## src/asc_pkg.sv

```systemverilog
`default_nettype none

package asc_pkg;

  localparam int SAMPLE_BITS   = 10;
  localparam int COUNT_BITS    = 16;
  localparam int MAG_BITS      = SAMPLE_BITS + 1;
  localparam int SUM_BITS      = 2 * MAG_BITS;
  localparam int PART_BITS     = SAMPLE_BITS + 2;
  localparam int REM_BITS      = MAG_BITS + 3;
  localparam int MUL_CNT_BITS  = $clog2(SAMPLE_BITS);
  localparam int ROOT_CNT_BITS = $clog2(MAG_BITS);
  localparam int CFG_IDX_BITS  = 2;
  localparam int CFG_DATA_BITS = MAG_BITS;

  localparam logic [CFG_IDX_BITS-1:0] CFG_X_MEAN    = 2'd0;
  localparam logic [CFG_IDX_BITS-1:0] CFG_Y_MEAN    = 2'd1;
  localparam logic [CFG_IDX_BITS-1:0] CFG_Z_MEAN    = 2'd2;
  localparam logic [CFG_IDX_BITS-1:0] CFG_THRESHOLD = 2'd3;

  localparam logic [SAMPLE_BITS-1:0] MEAN_RESET      = SAMPLE_BITS'(512);
  localparam logic [MAG_BITS-1:0]    THRESHOLD_RESET = MAG_BITS'(80);

  typedef struct packed {
    logic [SAMPLE_BITS-1:0] x_sample;
    logic [SAMPLE_BITS-1:0] y_sample;
    logic [SAMPLE_BITS-1:0] z_sample;
  } in_t;

  typedef struct packed {
    logic [COUNT_BITS-1:0] step_count;
    logic                  step_detected;
    logic [MAG_BITS-1:0]   magnitude;
  } out_t;

endpackage

`default_nettype wire

```

## src/asc_sqrt.sv

```systemverilog
`default_nettype none

// Floor square root, two radicand bits in and one root bit out per cycle.
module asc_sqrt (
  input  wire logic                          clk,
  input  wire logic                          rst,
  input  wire logic                          start,
  input  wire logic [asc_pkg::SUM_BITS-1:0]  radicand,
  output logic                               done,
  output logic [asc_pkg::MAG_BITS-1:0]       root
);

  logic                                  busy;
  logic [asc_pkg::ROOT_CNT_BITS-1:0]     cnt;
  logic [asc_pkg::SUM_BITS-1:0]          rad;
  logic [asc_pkg::REM_BITS-1:0]          rem;
  logic [asc_pkg::REM_BITS-1:0]          rem_shift;
  logic [asc_pkg::REM_BITS-1:0]          trial;
  logic                                  take;

  assign rem_shift = {rem[asc_pkg::REM_BITS-3:0],
                      rad[asc_pkg::SUM_BITS-1:asc_pkg::SUM_BITS-2]};
  assign trial     = {1'b0, root, 2'b01};
  assign take      = (rem_shift >= trial);

  always_ff @(posedge clk) begin
    if (rst) begin
      busy <= 1'b0;
      done <= 1'b0;
      cnt  <= '0;
    end else begin
      done <= busy && !start &&
              (cnt == asc_pkg::ROOT_CNT_BITS'(asc_pkg::MAG_BITS - 1));
      if (start) begin
        busy <= 1'b1;
        cnt  <= '0;
        rad  <= radicand;
        rem  <= '0;
        root <= '0;
      end else if (busy) begin
        rad <= {rad[asc_pkg::SUM_BITS-3:0], 2'b00};
        if (take) begin
          rem  <= rem_shift - trial;
          root <= {root[asc_pkg::MAG_BITS-2:0], 1'b1};
        end else begin
          rem  <= rem_shift;
          root <= {root[asc_pkg::MAG_BITS-2:0], 1'b0};
        end
        if (cnt == asc_pkg::ROOT_CNT_BITS'(asc_pkg::MAG_BITS - 1)) begin
          busy <= 1'b0;
        end else begin
          cnt <= cnt + 1'b1;
        end
      end
    end
  end

endmodule

`default_nettype wire

```

## src/accel_step_counter.sv

```systemverilog
`default_nettype none

// Step counter for a three-axis accelerometer. Each item is one x/y/z sample;
// the calibrated means are subtracted, the deviations are squared and summed,
// and the floor square root is the magnitude. A step is counted when the sum
// of this and the previous magnitude rises above twice the threshold, and the
// detector re-arms once that sum falls below it. The count saturates. Each
// item gives one result. An accepted item passes through the bit-serial
// sum-of-squares unit (one multiplier bit per cycle for all three axes), the
// square root (one root bit per cycle) and a handoff to the output before the
// next item is accepted. The input is taken whenever the core is idle, even
// while the last result is still waiting on the output. Write the
// configuration registers only while the block is idle.
module accel_step_counter (
  input  wire logic                               clk,
  input  wire logic                               rst,
  input  wire logic                               in_valid,
  output logic                                    in_stall,
  input  wire asc_pkg::in_t                       in_data,
  output logic                                    out_valid,
  input  wire logic                               out_stall,
  output asc_pkg::out_t                           out_data,
  input  wire logic                               cfg_we,
  input  wire logic [asc_pkg::CFG_IDX_BITS-1:0]   cfg_index,
  input  wire logic [asc_pkg::CFG_DATA_BITS-1:0]  cfg_data
);

  typedef enum logic [1:0] {S_IDLE, S_MUL, S_ROOT, S_HOLD} state_t;

  state_t                               state;
  logic [asc_pkg::SAMPLE_BITS-1:0]      x_mean, y_mean, z_mean;
  logic [asc_pkg::MAG_BITS-1:0]         step_threshold;
  logic [asc_pkg::MAG_BITS-1:0]         prev_mag;
  logic                                 above_flag;
  logic [asc_pkg::COUNT_BITS-1:0]       step_total;

  logic [asc_pkg::SAMPLE_BITS-1:0]      dx, dy, dz;
  logic [asc_pkg::SAMPLE_BITS-1:0]      mx, my, mz;
  logic [asc_pkg::SUM_BITS-1:0]         acc;
  logic [asc_pkg::MUL_CNT_BITS-1:0]     mul_cnt;
  logic                                 sq_start;
  logic                                 sq_done;
  logic [asc_pkg::MAG_BITS-1:0]         mag;

  logic [asc_pkg::PART_BITS-1:0]        partial;
  logic [asc_pkg::MAG_BITS:0]           pair_sum;
  logic [asc_pkg::MAG_BITS:0]           limit;
  logic                                 rise;
  logic [asc_pkg::COUNT_BITS-1:0]       step_total_next;
  logic                                 out_free;
  logic                                 accept;
  logic                                 finish;

  function automatic logic [asc_pkg::SAMPLE_BITS-1:0] abs_diff(
    input logic [asc_pkg::SAMPLE_BITS-1:0] a,
    input logic [asc_pkg::SAMPLE_BITS-1:0] b
  );
    return (a >= b) ? (a - b) : (b - a);
  endfunction

  asc_sqrt u_sqrt (
    .clk      (clk),
    .rst      (rst),
    .start    (sq_start),
    .radicand (acc),
    .done     (sq_done),
    .root     (mag)
  );

  assign in_stall = (state != S_IDLE);
  assign accept   = in_valid && !in_stall;
  assign out_free = !out_valid || !out_stall;
  assign finish   = ((state == S_ROOT && sq_done) || state == S_HOLD) && out_free;

  // MSB-first shift-and-add: one multiplier bit of each axis per cycle
  assign partial = asc_pkg::PART_BITS'(mx[asc_pkg::SAMPLE_BITS-1] ? dx : '0)
                 + asc_pkg::PART_BITS'(my[asc_pkg::SAMPLE_BITS-1] ? dy : '0)
                 + asc_pkg::PART_BITS'(mz[asc_pkg::SAMPLE_BITS-1] ? dz : '0);

  assign pair_sum = {1'b0, mag} + {1'b0, prev_mag};
  assign limit    = {step_threshold, 1'b0};
  assign rise     = (pair_sum > limit) && !above_flag;

  always_comb begin
    step_total_next = step_total;
    if (rise && (step_total != '1)) begin
      step_total_next = step_total + 1'b1;
    end
  end

  always_ff @(posedge clk) begin
    if (rst) begin
      state          <= S_IDLE;
      sq_start       <= 1'b0;
      out_valid      <= 1'b0;
      mul_cnt        <= '0;
      x_mean         <= asc_pkg::MEAN_RESET;
      y_mean         <= asc_pkg::MEAN_RESET;
      z_mean         <= asc_pkg::MEAN_RESET;
      step_threshold <= asc_pkg::THRESHOLD_RESET;
      prev_mag       <= '0;
      above_flag     <= 1'b0;
      step_total     <= '0;
    end else begin
      sq_start  <= (state == S_MUL) &&
                   (mul_cnt == asc_pkg::MUL_CNT_BITS'(asc_pkg::SAMPLE_BITS - 1));
      out_valid <= finish || (out_valid && out_stall);

      if (cfg_we) begin
        unique case (cfg_index)
          asc_pkg::CFG_X_MEAN:    x_mean <= cfg_data[asc_pkg::SAMPLE_BITS-1:0];
          asc_pkg::CFG_Y_MEAN:    y_mean <= cfg_data[asc_pkg::SAMPLE_BITS-1:0];
          asc_pkg::CFG_Z_MEAN:    z_mean <= cfg_data[asc_pkg::SAMPLE_BITS-1:0];
          asc_pkg::CFG_THRESHOLD: step_threshold <= cfg_data;
          default: ;
        endcase
      end

      unique case (state)
        S_IDLE: begin
          if (accept) begin
            dx      <= abs_diff(in_data.x_sample, x_mean);
            dy      <= abs_diff(in_data.y_sample, y_mean);
            dz      <= abs_diff(in_data.z_sample, z_mean);
            mx      <= abs_diff(in_data.x_sample, x_mean);
            my      <= abs_diff(in_data.y_sample, y_mean);
            mz      <= abs_diff(in_data.z_sample, z_mean);
            acc     <= '0;
            mul_cnt <= '0;
            state   <= S_MUL;
          end
        end
        S_MUL: begin
          acc <= {acc[asc_pkg::SUM_BITS-2:0], 1'b0} + asc_pkg::SUM_BITS'(partial);
          mx  <= {mx[asc_pkg::SAMPLE_BITS-2:0], 1'b0};
          my  <= {my[asc_pkg::SAMPLE_BITS-2:0], 1'b0};
          mz  <= {mz[asc_pkg::SAMPLE_BITS-2:0], 1'b0};
          if (mul_cnt == asc_pkg::MUL_CNT_BITS'(asc_pkg::SAMPLE_BITS - 1)) begin
            state <= S_ROOT;
          end else begin
            mul_cnt <= mul_cnt + 1'b1;
          end
        end
        S_ROOT, S_HOLD: begin
          // root stays stable in the sqrt unit until the next start
          if (sq_done || state == S_HOLD) begin
            if (out_free) begin
              out_data.step_count    <= step_total_next;
              out_data.step_detected <= rise;
              out_data.magnitude     <= mag;
              step_total             <= step_total_next;
              prev_mag               <= mag;
              if (pair_sum > limit) begin
                above_flag <= 1'b1;
              end else if (pair_sum < limit) begin
                above_flag <= 1'b0;
              end
              state <= S_IDLE;
            end else begin
              state <= S_HOLD;
            end
          end
        end
        default: state <= S_IDLE;
      endcase
    end
  end

endmodule

`default_nettype wire

```

## config.mk

```make
export PLATFORM = sky130hd
export DESIGN_NAME = accel_step_counter
export DESIGN_NICKNAME = d
export VERILOG_FILES = /design/src/asc_pkg.sv /design/src/asc_sqrt.sv /design/src/accel_step_counter.sv
export SDC_FILE = /design/constraint.sdc
export NUM_CORES = 1
export LEC_CHECK = 0
export BUFFER_PORTS_ARGS = -buffer_cell sky130_fd_sc_hd__buf_2
export CAP_MARGIN = 15
export CORE_UTILIZATION = 50
export DETAILED_ROUTE_END_ITERATION = 10
export PLACE_DENSITY = 0.67
export SYNTH_ARGS = -nofsm -noshare
export SYNTH_HDL_FRONTEND = slang
export SYNTH_HIERARCHICAL = 1
export SYNTH_SLANG_ARGS = --single-unit
```

## constraint.sdc

```tcl
create_clock -name clk -period 6.3 [get_ports clk]
set_input_delay 0.63 -clock clk [delete_from_list [all_inputs] [get_ports clk]]
set_output_delay 0.63 -clock clk [all_outputs]
set_load 0.005 [all_outputs]
```

## Word-level counts from Yosys, hierarchy flattened

Cells that the tools add are included.

| word-level totals | value |
|---|---|
| output and inout port bits | 30 |
| register bits after elaboration | 238 |

| operators by class | value |
|---|---|
| reductions and logical operators | 39 |
| bitwise gates (word level) | 2 |
| multiplexer cells | 34 |
| eq/ne operators | 13 |
| $add $sub $neg | 14 |
| $lt $le $gt $ge | 6 |

Operators with widths:

| kind | number |
|---|---|
| 10-bit 2-to-1 mux | 9 |
| 22-bit 2-to-1 mux | 3 |
| 10-bit one-hot mux with 2 select lines | 3 |
| 10-bit subtractor | 6 |
| 22-bit one-hot mux with 2 select lines | 1 |
| 10-bit >= comparator | 3 |
| 12-bit 2-to-1 mux | 2 |
| 22-bit by 12-bit adder with 22-bit output | 1 |
| 16-bit by 1-bit adder with 16-bit output, second input constant | 1 |
| 16-bit 2-to-1 mux | 1 |
| 16-bit != test, second input constant | 1 |
| 3-bit AND reduction | 5 |
| 14-bit by 13-bit >= comparator with 1-bit output | 1 |
| 11-bit by 10-bit adder with 12-bit output | 1 |
| 11-bit by 11-bit adder with 12-bit output | 1 |
| 12-bit > comparator | 1 |
| 12-bit less-than comparator | 1 |
| 2-bit AND reduction | 6 |
| 12-bit subtractor | 1 |
| 10-bit by 10-bit adder with 11-bit output | 1 |
| 11-bit 2-to-1 mux | 1 |
| 1-bit logical AND | 9 |
| 4-bit by 1-bit adder with 4-bit output, second input constant | 2 |
| 2-bit equality test, second input constant | 4 |
| 16 further kinds | 43 |

## Depth between registers and ports, before layout

| logic depth | value |
|---|---|
| word-level depth | 5 |
| depth in mapped cells | 20 |
| gate-level depth less buffers | 18 |

## Modules after synthesis

The synthesis kept the hierarchy.

By module, submodules not included:

| module | area each (um^2) | instances | seq. area each (um^2) | cells each |
|---|---|---|---|---|
| accel_step_counter | 11596.1 | 1 | 4844.6 | 1196 |
| asc_sqrt | 2673.8 | 1 | 1471.4 | 219 |

## Worst setup path before layout

OpenSTA, ideal clock, no wires.

| timing path | value |
|---|---|
| kind | input port to flip-flop |
| start | input port rst |
| end | register acc[0] in the netlist's numbering, enable pin |
| setup slack | 1.155 ns |
| path buffers | 2 |
| data required time | 5.774 ns |
| data arrival time | 4.619 ns |
| setup time | 0.526 ns |
| stages on the path | 3 |
| path through | clkbuf_1 -> clkbuf_1 -> nor3_1 |

| on the way | value |
|---|---|
| cells in the longest elaborated chain, start to end | 2 |

RTL lines:

| element | RTL line | text |
|---|---|---|
| start, declared | accel_step_counter.sv:16 | `input wire logic rst,` |
| 1-bit inverter (no line) | n/a |  |
| 3-bit AND reduction (no line) | n/a |  |
| end signal, assigned | accel_step_counter.sv:134 | `acc <= {acc[asc_pkg::SUM_BITS-2:0], 1'b0} + asc_pkg::SUM_BITS'(partial);` |
| end, declared | accel_step_counter.sv:39 | `logic [asc_pkg::SUM_BITS-1:0] acc;` |

Every way passes these cells.
A chain may end at the register's enable or synchronous reset.

## Final worst setup path

| timing path | value |
|---|---|
| start | register u_sqrt/root[0] in the netlist's numbering |
| end | register out_data[13] in the netlist's numbering (data pin) |

| on the way | value |
|---|---|
| cells in the longest elaborated chain, start to end | 5 |

RTL lines:

| element | RTL line | text |
|---|---|---|
| start, declared | asc_sqrt.sv:10 | `output logic [asc_pkg::MAG_BITS-1:0] root` |
| start signal, assigned | asc_sqrt.sv:44 | `root <= {root[asc_pkg::MAG_BITS-2:0], 1'b1};` |
| start signal, assigned | asc_sqrt.sv:47 | `root <= {root[asc_pkg::MAG_BITS-2:0], 1'b0};` |
| 11-bit by 11-bit adder with 12-bit output | accel_step_counter.sv:80 | `assign pair_sum = {1'b0, mag} + {1'b0, prev_mag};` |
| 12-bit > comparator | accel_step_counter.sv:82 | `assign rise = (pair_sum > limit) && !above_flag;` |
| 1-bit logical AND | accel_step_counter.sv:82 |  |
| 1-bit logical AND | accel_step_counter.sv:86 | `if (rise && (step_total != '1)) begin` |
| 16-bit 2-to-1 mux | accel_step_counter.sv:86 |  |
| named net step_total_next, one bit | accel_step_counter.sv:49 | `logic [asc_pkg::COUNT_BITS-1:0] step_total_next;` |
| end, declared | accel_step_counter.sv:22 | `output asc_pkg::out_t out_data,` |

The timed path passes the listed nets, and every way through them passes these cells.

==> results.sh <==
export IMPL_run_status="finished clean"
export IMPL_fillers=2515
export IMPL_met3_usage_pct=3.585
export IMPL_rows=61
export IMPL_yosysUniqueCellTypes=74
export IMPL_cp_required_ns=6.59
export IMPL_syn_inst=1415
export IMPL_critPathMaxFanout=27
export IMPL_portBuffers=77
export IMPL_max_vdd_ir_drop_v=0.0002556
export IMPL_clock_latency_ns=0.54
export IMPL_hold_viol=0
export IMPL_die_w_um=170.9
export IMPL_busiest_layer="met2"
export IMPL_antenna_found_initial=2
export IMPL_yosysWarnings=6
export IMPL_holdWs_ns=0.3288
export IMPL_drtPass1Iterations=6
export IMPL_pre_cts_slack_ns=1.111
export IMPL_fin_util_pct=57.17
export IMPL_relSlewSlack_pct=21.34
export IMPL_r2r_start="u_sqrt/root[0]$_SDFFCE_PP0P_"
export IMPL_p_leak_uw=0.006626
export IMPL_intPower_uw=3096
export IMPL_cts_root_buf="clkbuf_16"
export IMPL_synth_xor_area_share_pct=5.024
export IMPL_clkPwrFrac_pct=39.6
export IMPL_wl_mm=30.95
export IMPL_gr_total_overflow=0
export IMPL_synthSimpleGateAreaFrac_pct=14.41
export IMPL_yosys_top_cells_area="edfxtp_1, dfxtp_1, ha_1, fa_1, mux2_2"
export IMPL_rsz0062_at_grt="no"
export IMPL_dieArea_mm2=0.02922
export IMPL_sw_frac_of_total_pct=26.71
export IMPL_synth_top_cell_area_share_pct=32.62
export IMPL_fin_setup_tns_ns=0
export IMPL_cts_buffers_inserted=27
export IMPL_maxCapViolCount=0
export IMPL_synth_edff_count=155
export IMPL_viasPerCell=5.420
export IMPL_p_per_area_mw_per_mm2=264.5
export IMPL_synth_compound_area_share_pct=11.95
export IMPL_setup_violations_final=0
export IMPL_muxShareOfSynthArea_pct=6.006
export IMPL_gp_congestion=0.9071
export IMPL_seqPwrFrac_pct=42.3
export IMPL_drc=0
export IMPL_wl_per_cell_um=16.50
export IMPL_p_comb_share_pct=18.1
export IMPL_synth_top_family_by_area="simple AND/OR/NAND/NOR gates"
export IMPL_area_growth_pct=11.92
export IMPL_worst_slew_pin_transition_ns=1.177
export IMPL_endpoint_kind="flip-flop"
export IMPL_ys_flop_type="edfxtp_1"
export IMPL_async_flop_share_pct=0
export IMPL_die_h_um=170.9
export IMPL_yosys_cell_count_top_type="edfxtp_1"
export IMPL_use_met2_pct=35.35
export IMPL_cts_hold_buffers_added=0
export IMPL_startpoint="u_sqrt/root[0]$_SDFFCE_PP0P_"
export IMPL_htreeDepth=1
export IMPL_multi_input_area_mm2=0.007254
export IMPL_via_count=10167
export IMPL_max_freq_ghz=0.1904
export IMPL_finalWorstSetupSlack_ns=1.048
export IMPL_synth_area_leader_cell="edfxtp_1"
export IMPL_clk_path_buf_depth=3
export IMPL_clock_skew_ns=0.01152
export IMPL_dp_hpwl_mm=22.56
export IMPL_crit_type="flip-flop to flip-flop"
export IMPL_synth_common_cells="edfxtp_1, inv_1, nand2_1"
export IMPL_fin_crit_sh_pct=83.36
export IMPL_synth_seq_cells=238
export IMPL_maxSlewViolCount=0
export IMPL_grt_max_degree=64
export IMPL_grt_pass1_wl_mm=50.40
export IMPL_cts_setup_buffers=0
export IMPL_period_minus_slack_ns=5.252
export IMPL_num_io_pins=78
export IMPL_cts_sinks=238
export IMPL_drive_gt1_share_pct=13.44
export IMPL_seq_area_frac_synth_pct=44.26
export IMPL_first_iter_violations=575
export IMPL_crit_path_start_kind="flip-flop"
export IMPL_syn_area_mm2=0.01427
export IMPL_grt_util_met1_pct=30.23
export IMPL_hold_class="input port to flip-flop"
export IMPL_ctsResizeCount=0
export IMPL_core_area_mm2=0.02793
export IMPL_power_switching_uw=1128
export IMPL_clk_pin_slew_worst_paths_ns=0.06
export IMPL_synth_adder_area_share_pct=13.26
export IMPL_seq_area_mm2=0.006317
export IMPL_fin_nets=1659
export IMPL_worstHoldStart="cfg_data[10]"
export IMPL_grt_pass1_vias=9866
export IMPL_arrival_ns=5.54
export IMPL_synth_fp_nets=1598
export IMPL_initial_core_util_pct=51.08
export IMPL_syn_area_per_cell_um2=10.08
export IMPL_track_usage_pct=21.79
export IMPL_cts_tree="yes"
export IMPL_ant_nets=0
## area by class of cell
class                   instances  share of cell area [%]
inverters                     128                   3.008
multi-input cells             993                   45.42
clock buffers                  38                   5.280
flip-flops and latches        238                   39.56
diodes                          2                 0.03134
clock inverters                11                  0.7835
repair buffers                 88                   2.954
well taps                     378                   2.961
## cells in the final DEF (no fill, tap or decap), types with 9 or more instances in the layout
cell type / instances
nand2b_1: 12
fa_1: 27
dfxtp_1: 82
and3_1: 10
nand3_1: 21
nand4_1: 13
mux2_2: 45
inv_1: 128
nor3_1: 29
or3_1: 13
xnor2_1: 38
clkbuf_16: 32
nor2b_1: 23
a21oi_1: 97
a21o_1: 28
edfxtp_1: 155
buf_2: 77
buf_4: 10
a211oi_1: 9
a31oi_1: 15
o21bai_1: 9
xor2_1: 42
o21ai_0: 47
nor2_1: 123
nand3b_1: 9
mux2i_1: 32
and2_1: 21
ha_1: 108
nand2_1: 126
## state kept, by name, summed over array words and instances, names as in the netlist, 4 cells and up
register        count
acc                22
dx                 10
dy                 10
dz                 10
mul_cnt             4
mx                 10
my                 10
mz                 10
out_data           28
prev_mag           11
step_threshold     11
step_total         16
u_sqrt/cnt          4
u_sqrt/rad         22
u_sqrt/rem         12
u_sqrt/root        11
x_mean             10
y_mean             10
z_mean             10
## power by group through the flow
stage / Sequential [µW] / Clock [µW] / Combinational (µW)
after global routing: 1790 / 1770 / 869
after CTS: 1790 / 1700 / 770
after floorplan: 1810 / 0 / 585
final: 1790 / 1670 / 765
after detailed placement: 1820 / 0 / 764
after global placement: 1820 / 0 / 746
## kinds of logic after synthesis
logic type,after synthesis
mux,79
xor+xnor,81
buf+inv,184
fa+ha+maj,135
flops,238
simple gates,432
compound gates,266
## stage by stage
| step | std cells | power, µW | cell area (µm²) |
|---|---|---|---|
| detailed placement | 1824 | 2586 | 14990 |
| global route | 1875 | 4433 | 15970 |
| CTS | 1873 | 4262 | 15950 |
| floorplan | 1415 | 2392 | 14270 |
| global placement | 1824 | 2565 | 14990 |
| finish | 1876 | 4224 | 15970 |
## final timing paths
path / cells after the start / endpoint / slack, ns
setup reg to reg: 17 / out_data[13]$_DFFE_PP_ / 1.05
setup / recovery: 17 / out_data[13]$_DFFE_PP_ / 1.05
hold reg to reg: 2 / step_threshold[8]$_SDFFE_PP0P_ / 0.46
hold / removal: 3 / step_threshold[10]$_SDFFE_PP0P_ / 0.33
## critical path, cell delays in order (launching register included)
cell,delay (ns)
edfxtp_1,0.44
ha_1,0.24
fa_1,0.41
a21o_1,0.17
a21oi_1,0.22
o21bai_1,0.11
a2111oi_0,0.58
o31ai_1,0.15
a21oi_1,0.19
xnor2_1,0.09
ha_1,0.29
nand4_1,0.14
nor2_1,0.13
o21ai_0,0.11
o2111a_1,0.28
or3_1,0.76
nor2_1,0.31
mux2_2,0.37
## per-layer routing
metal / up-vias / part of all wire [%] / wire (µm)
met5: - / 0 / 0
met1: 4853 / 48 / 14810
met4: 0 / 2.2 / 687
met2: 207 / 45 / 13860
li1: 5063 / - / -
met3: 44 / 5.2 / 1597
Note: power is estimated with default switching activity, not from simulation.
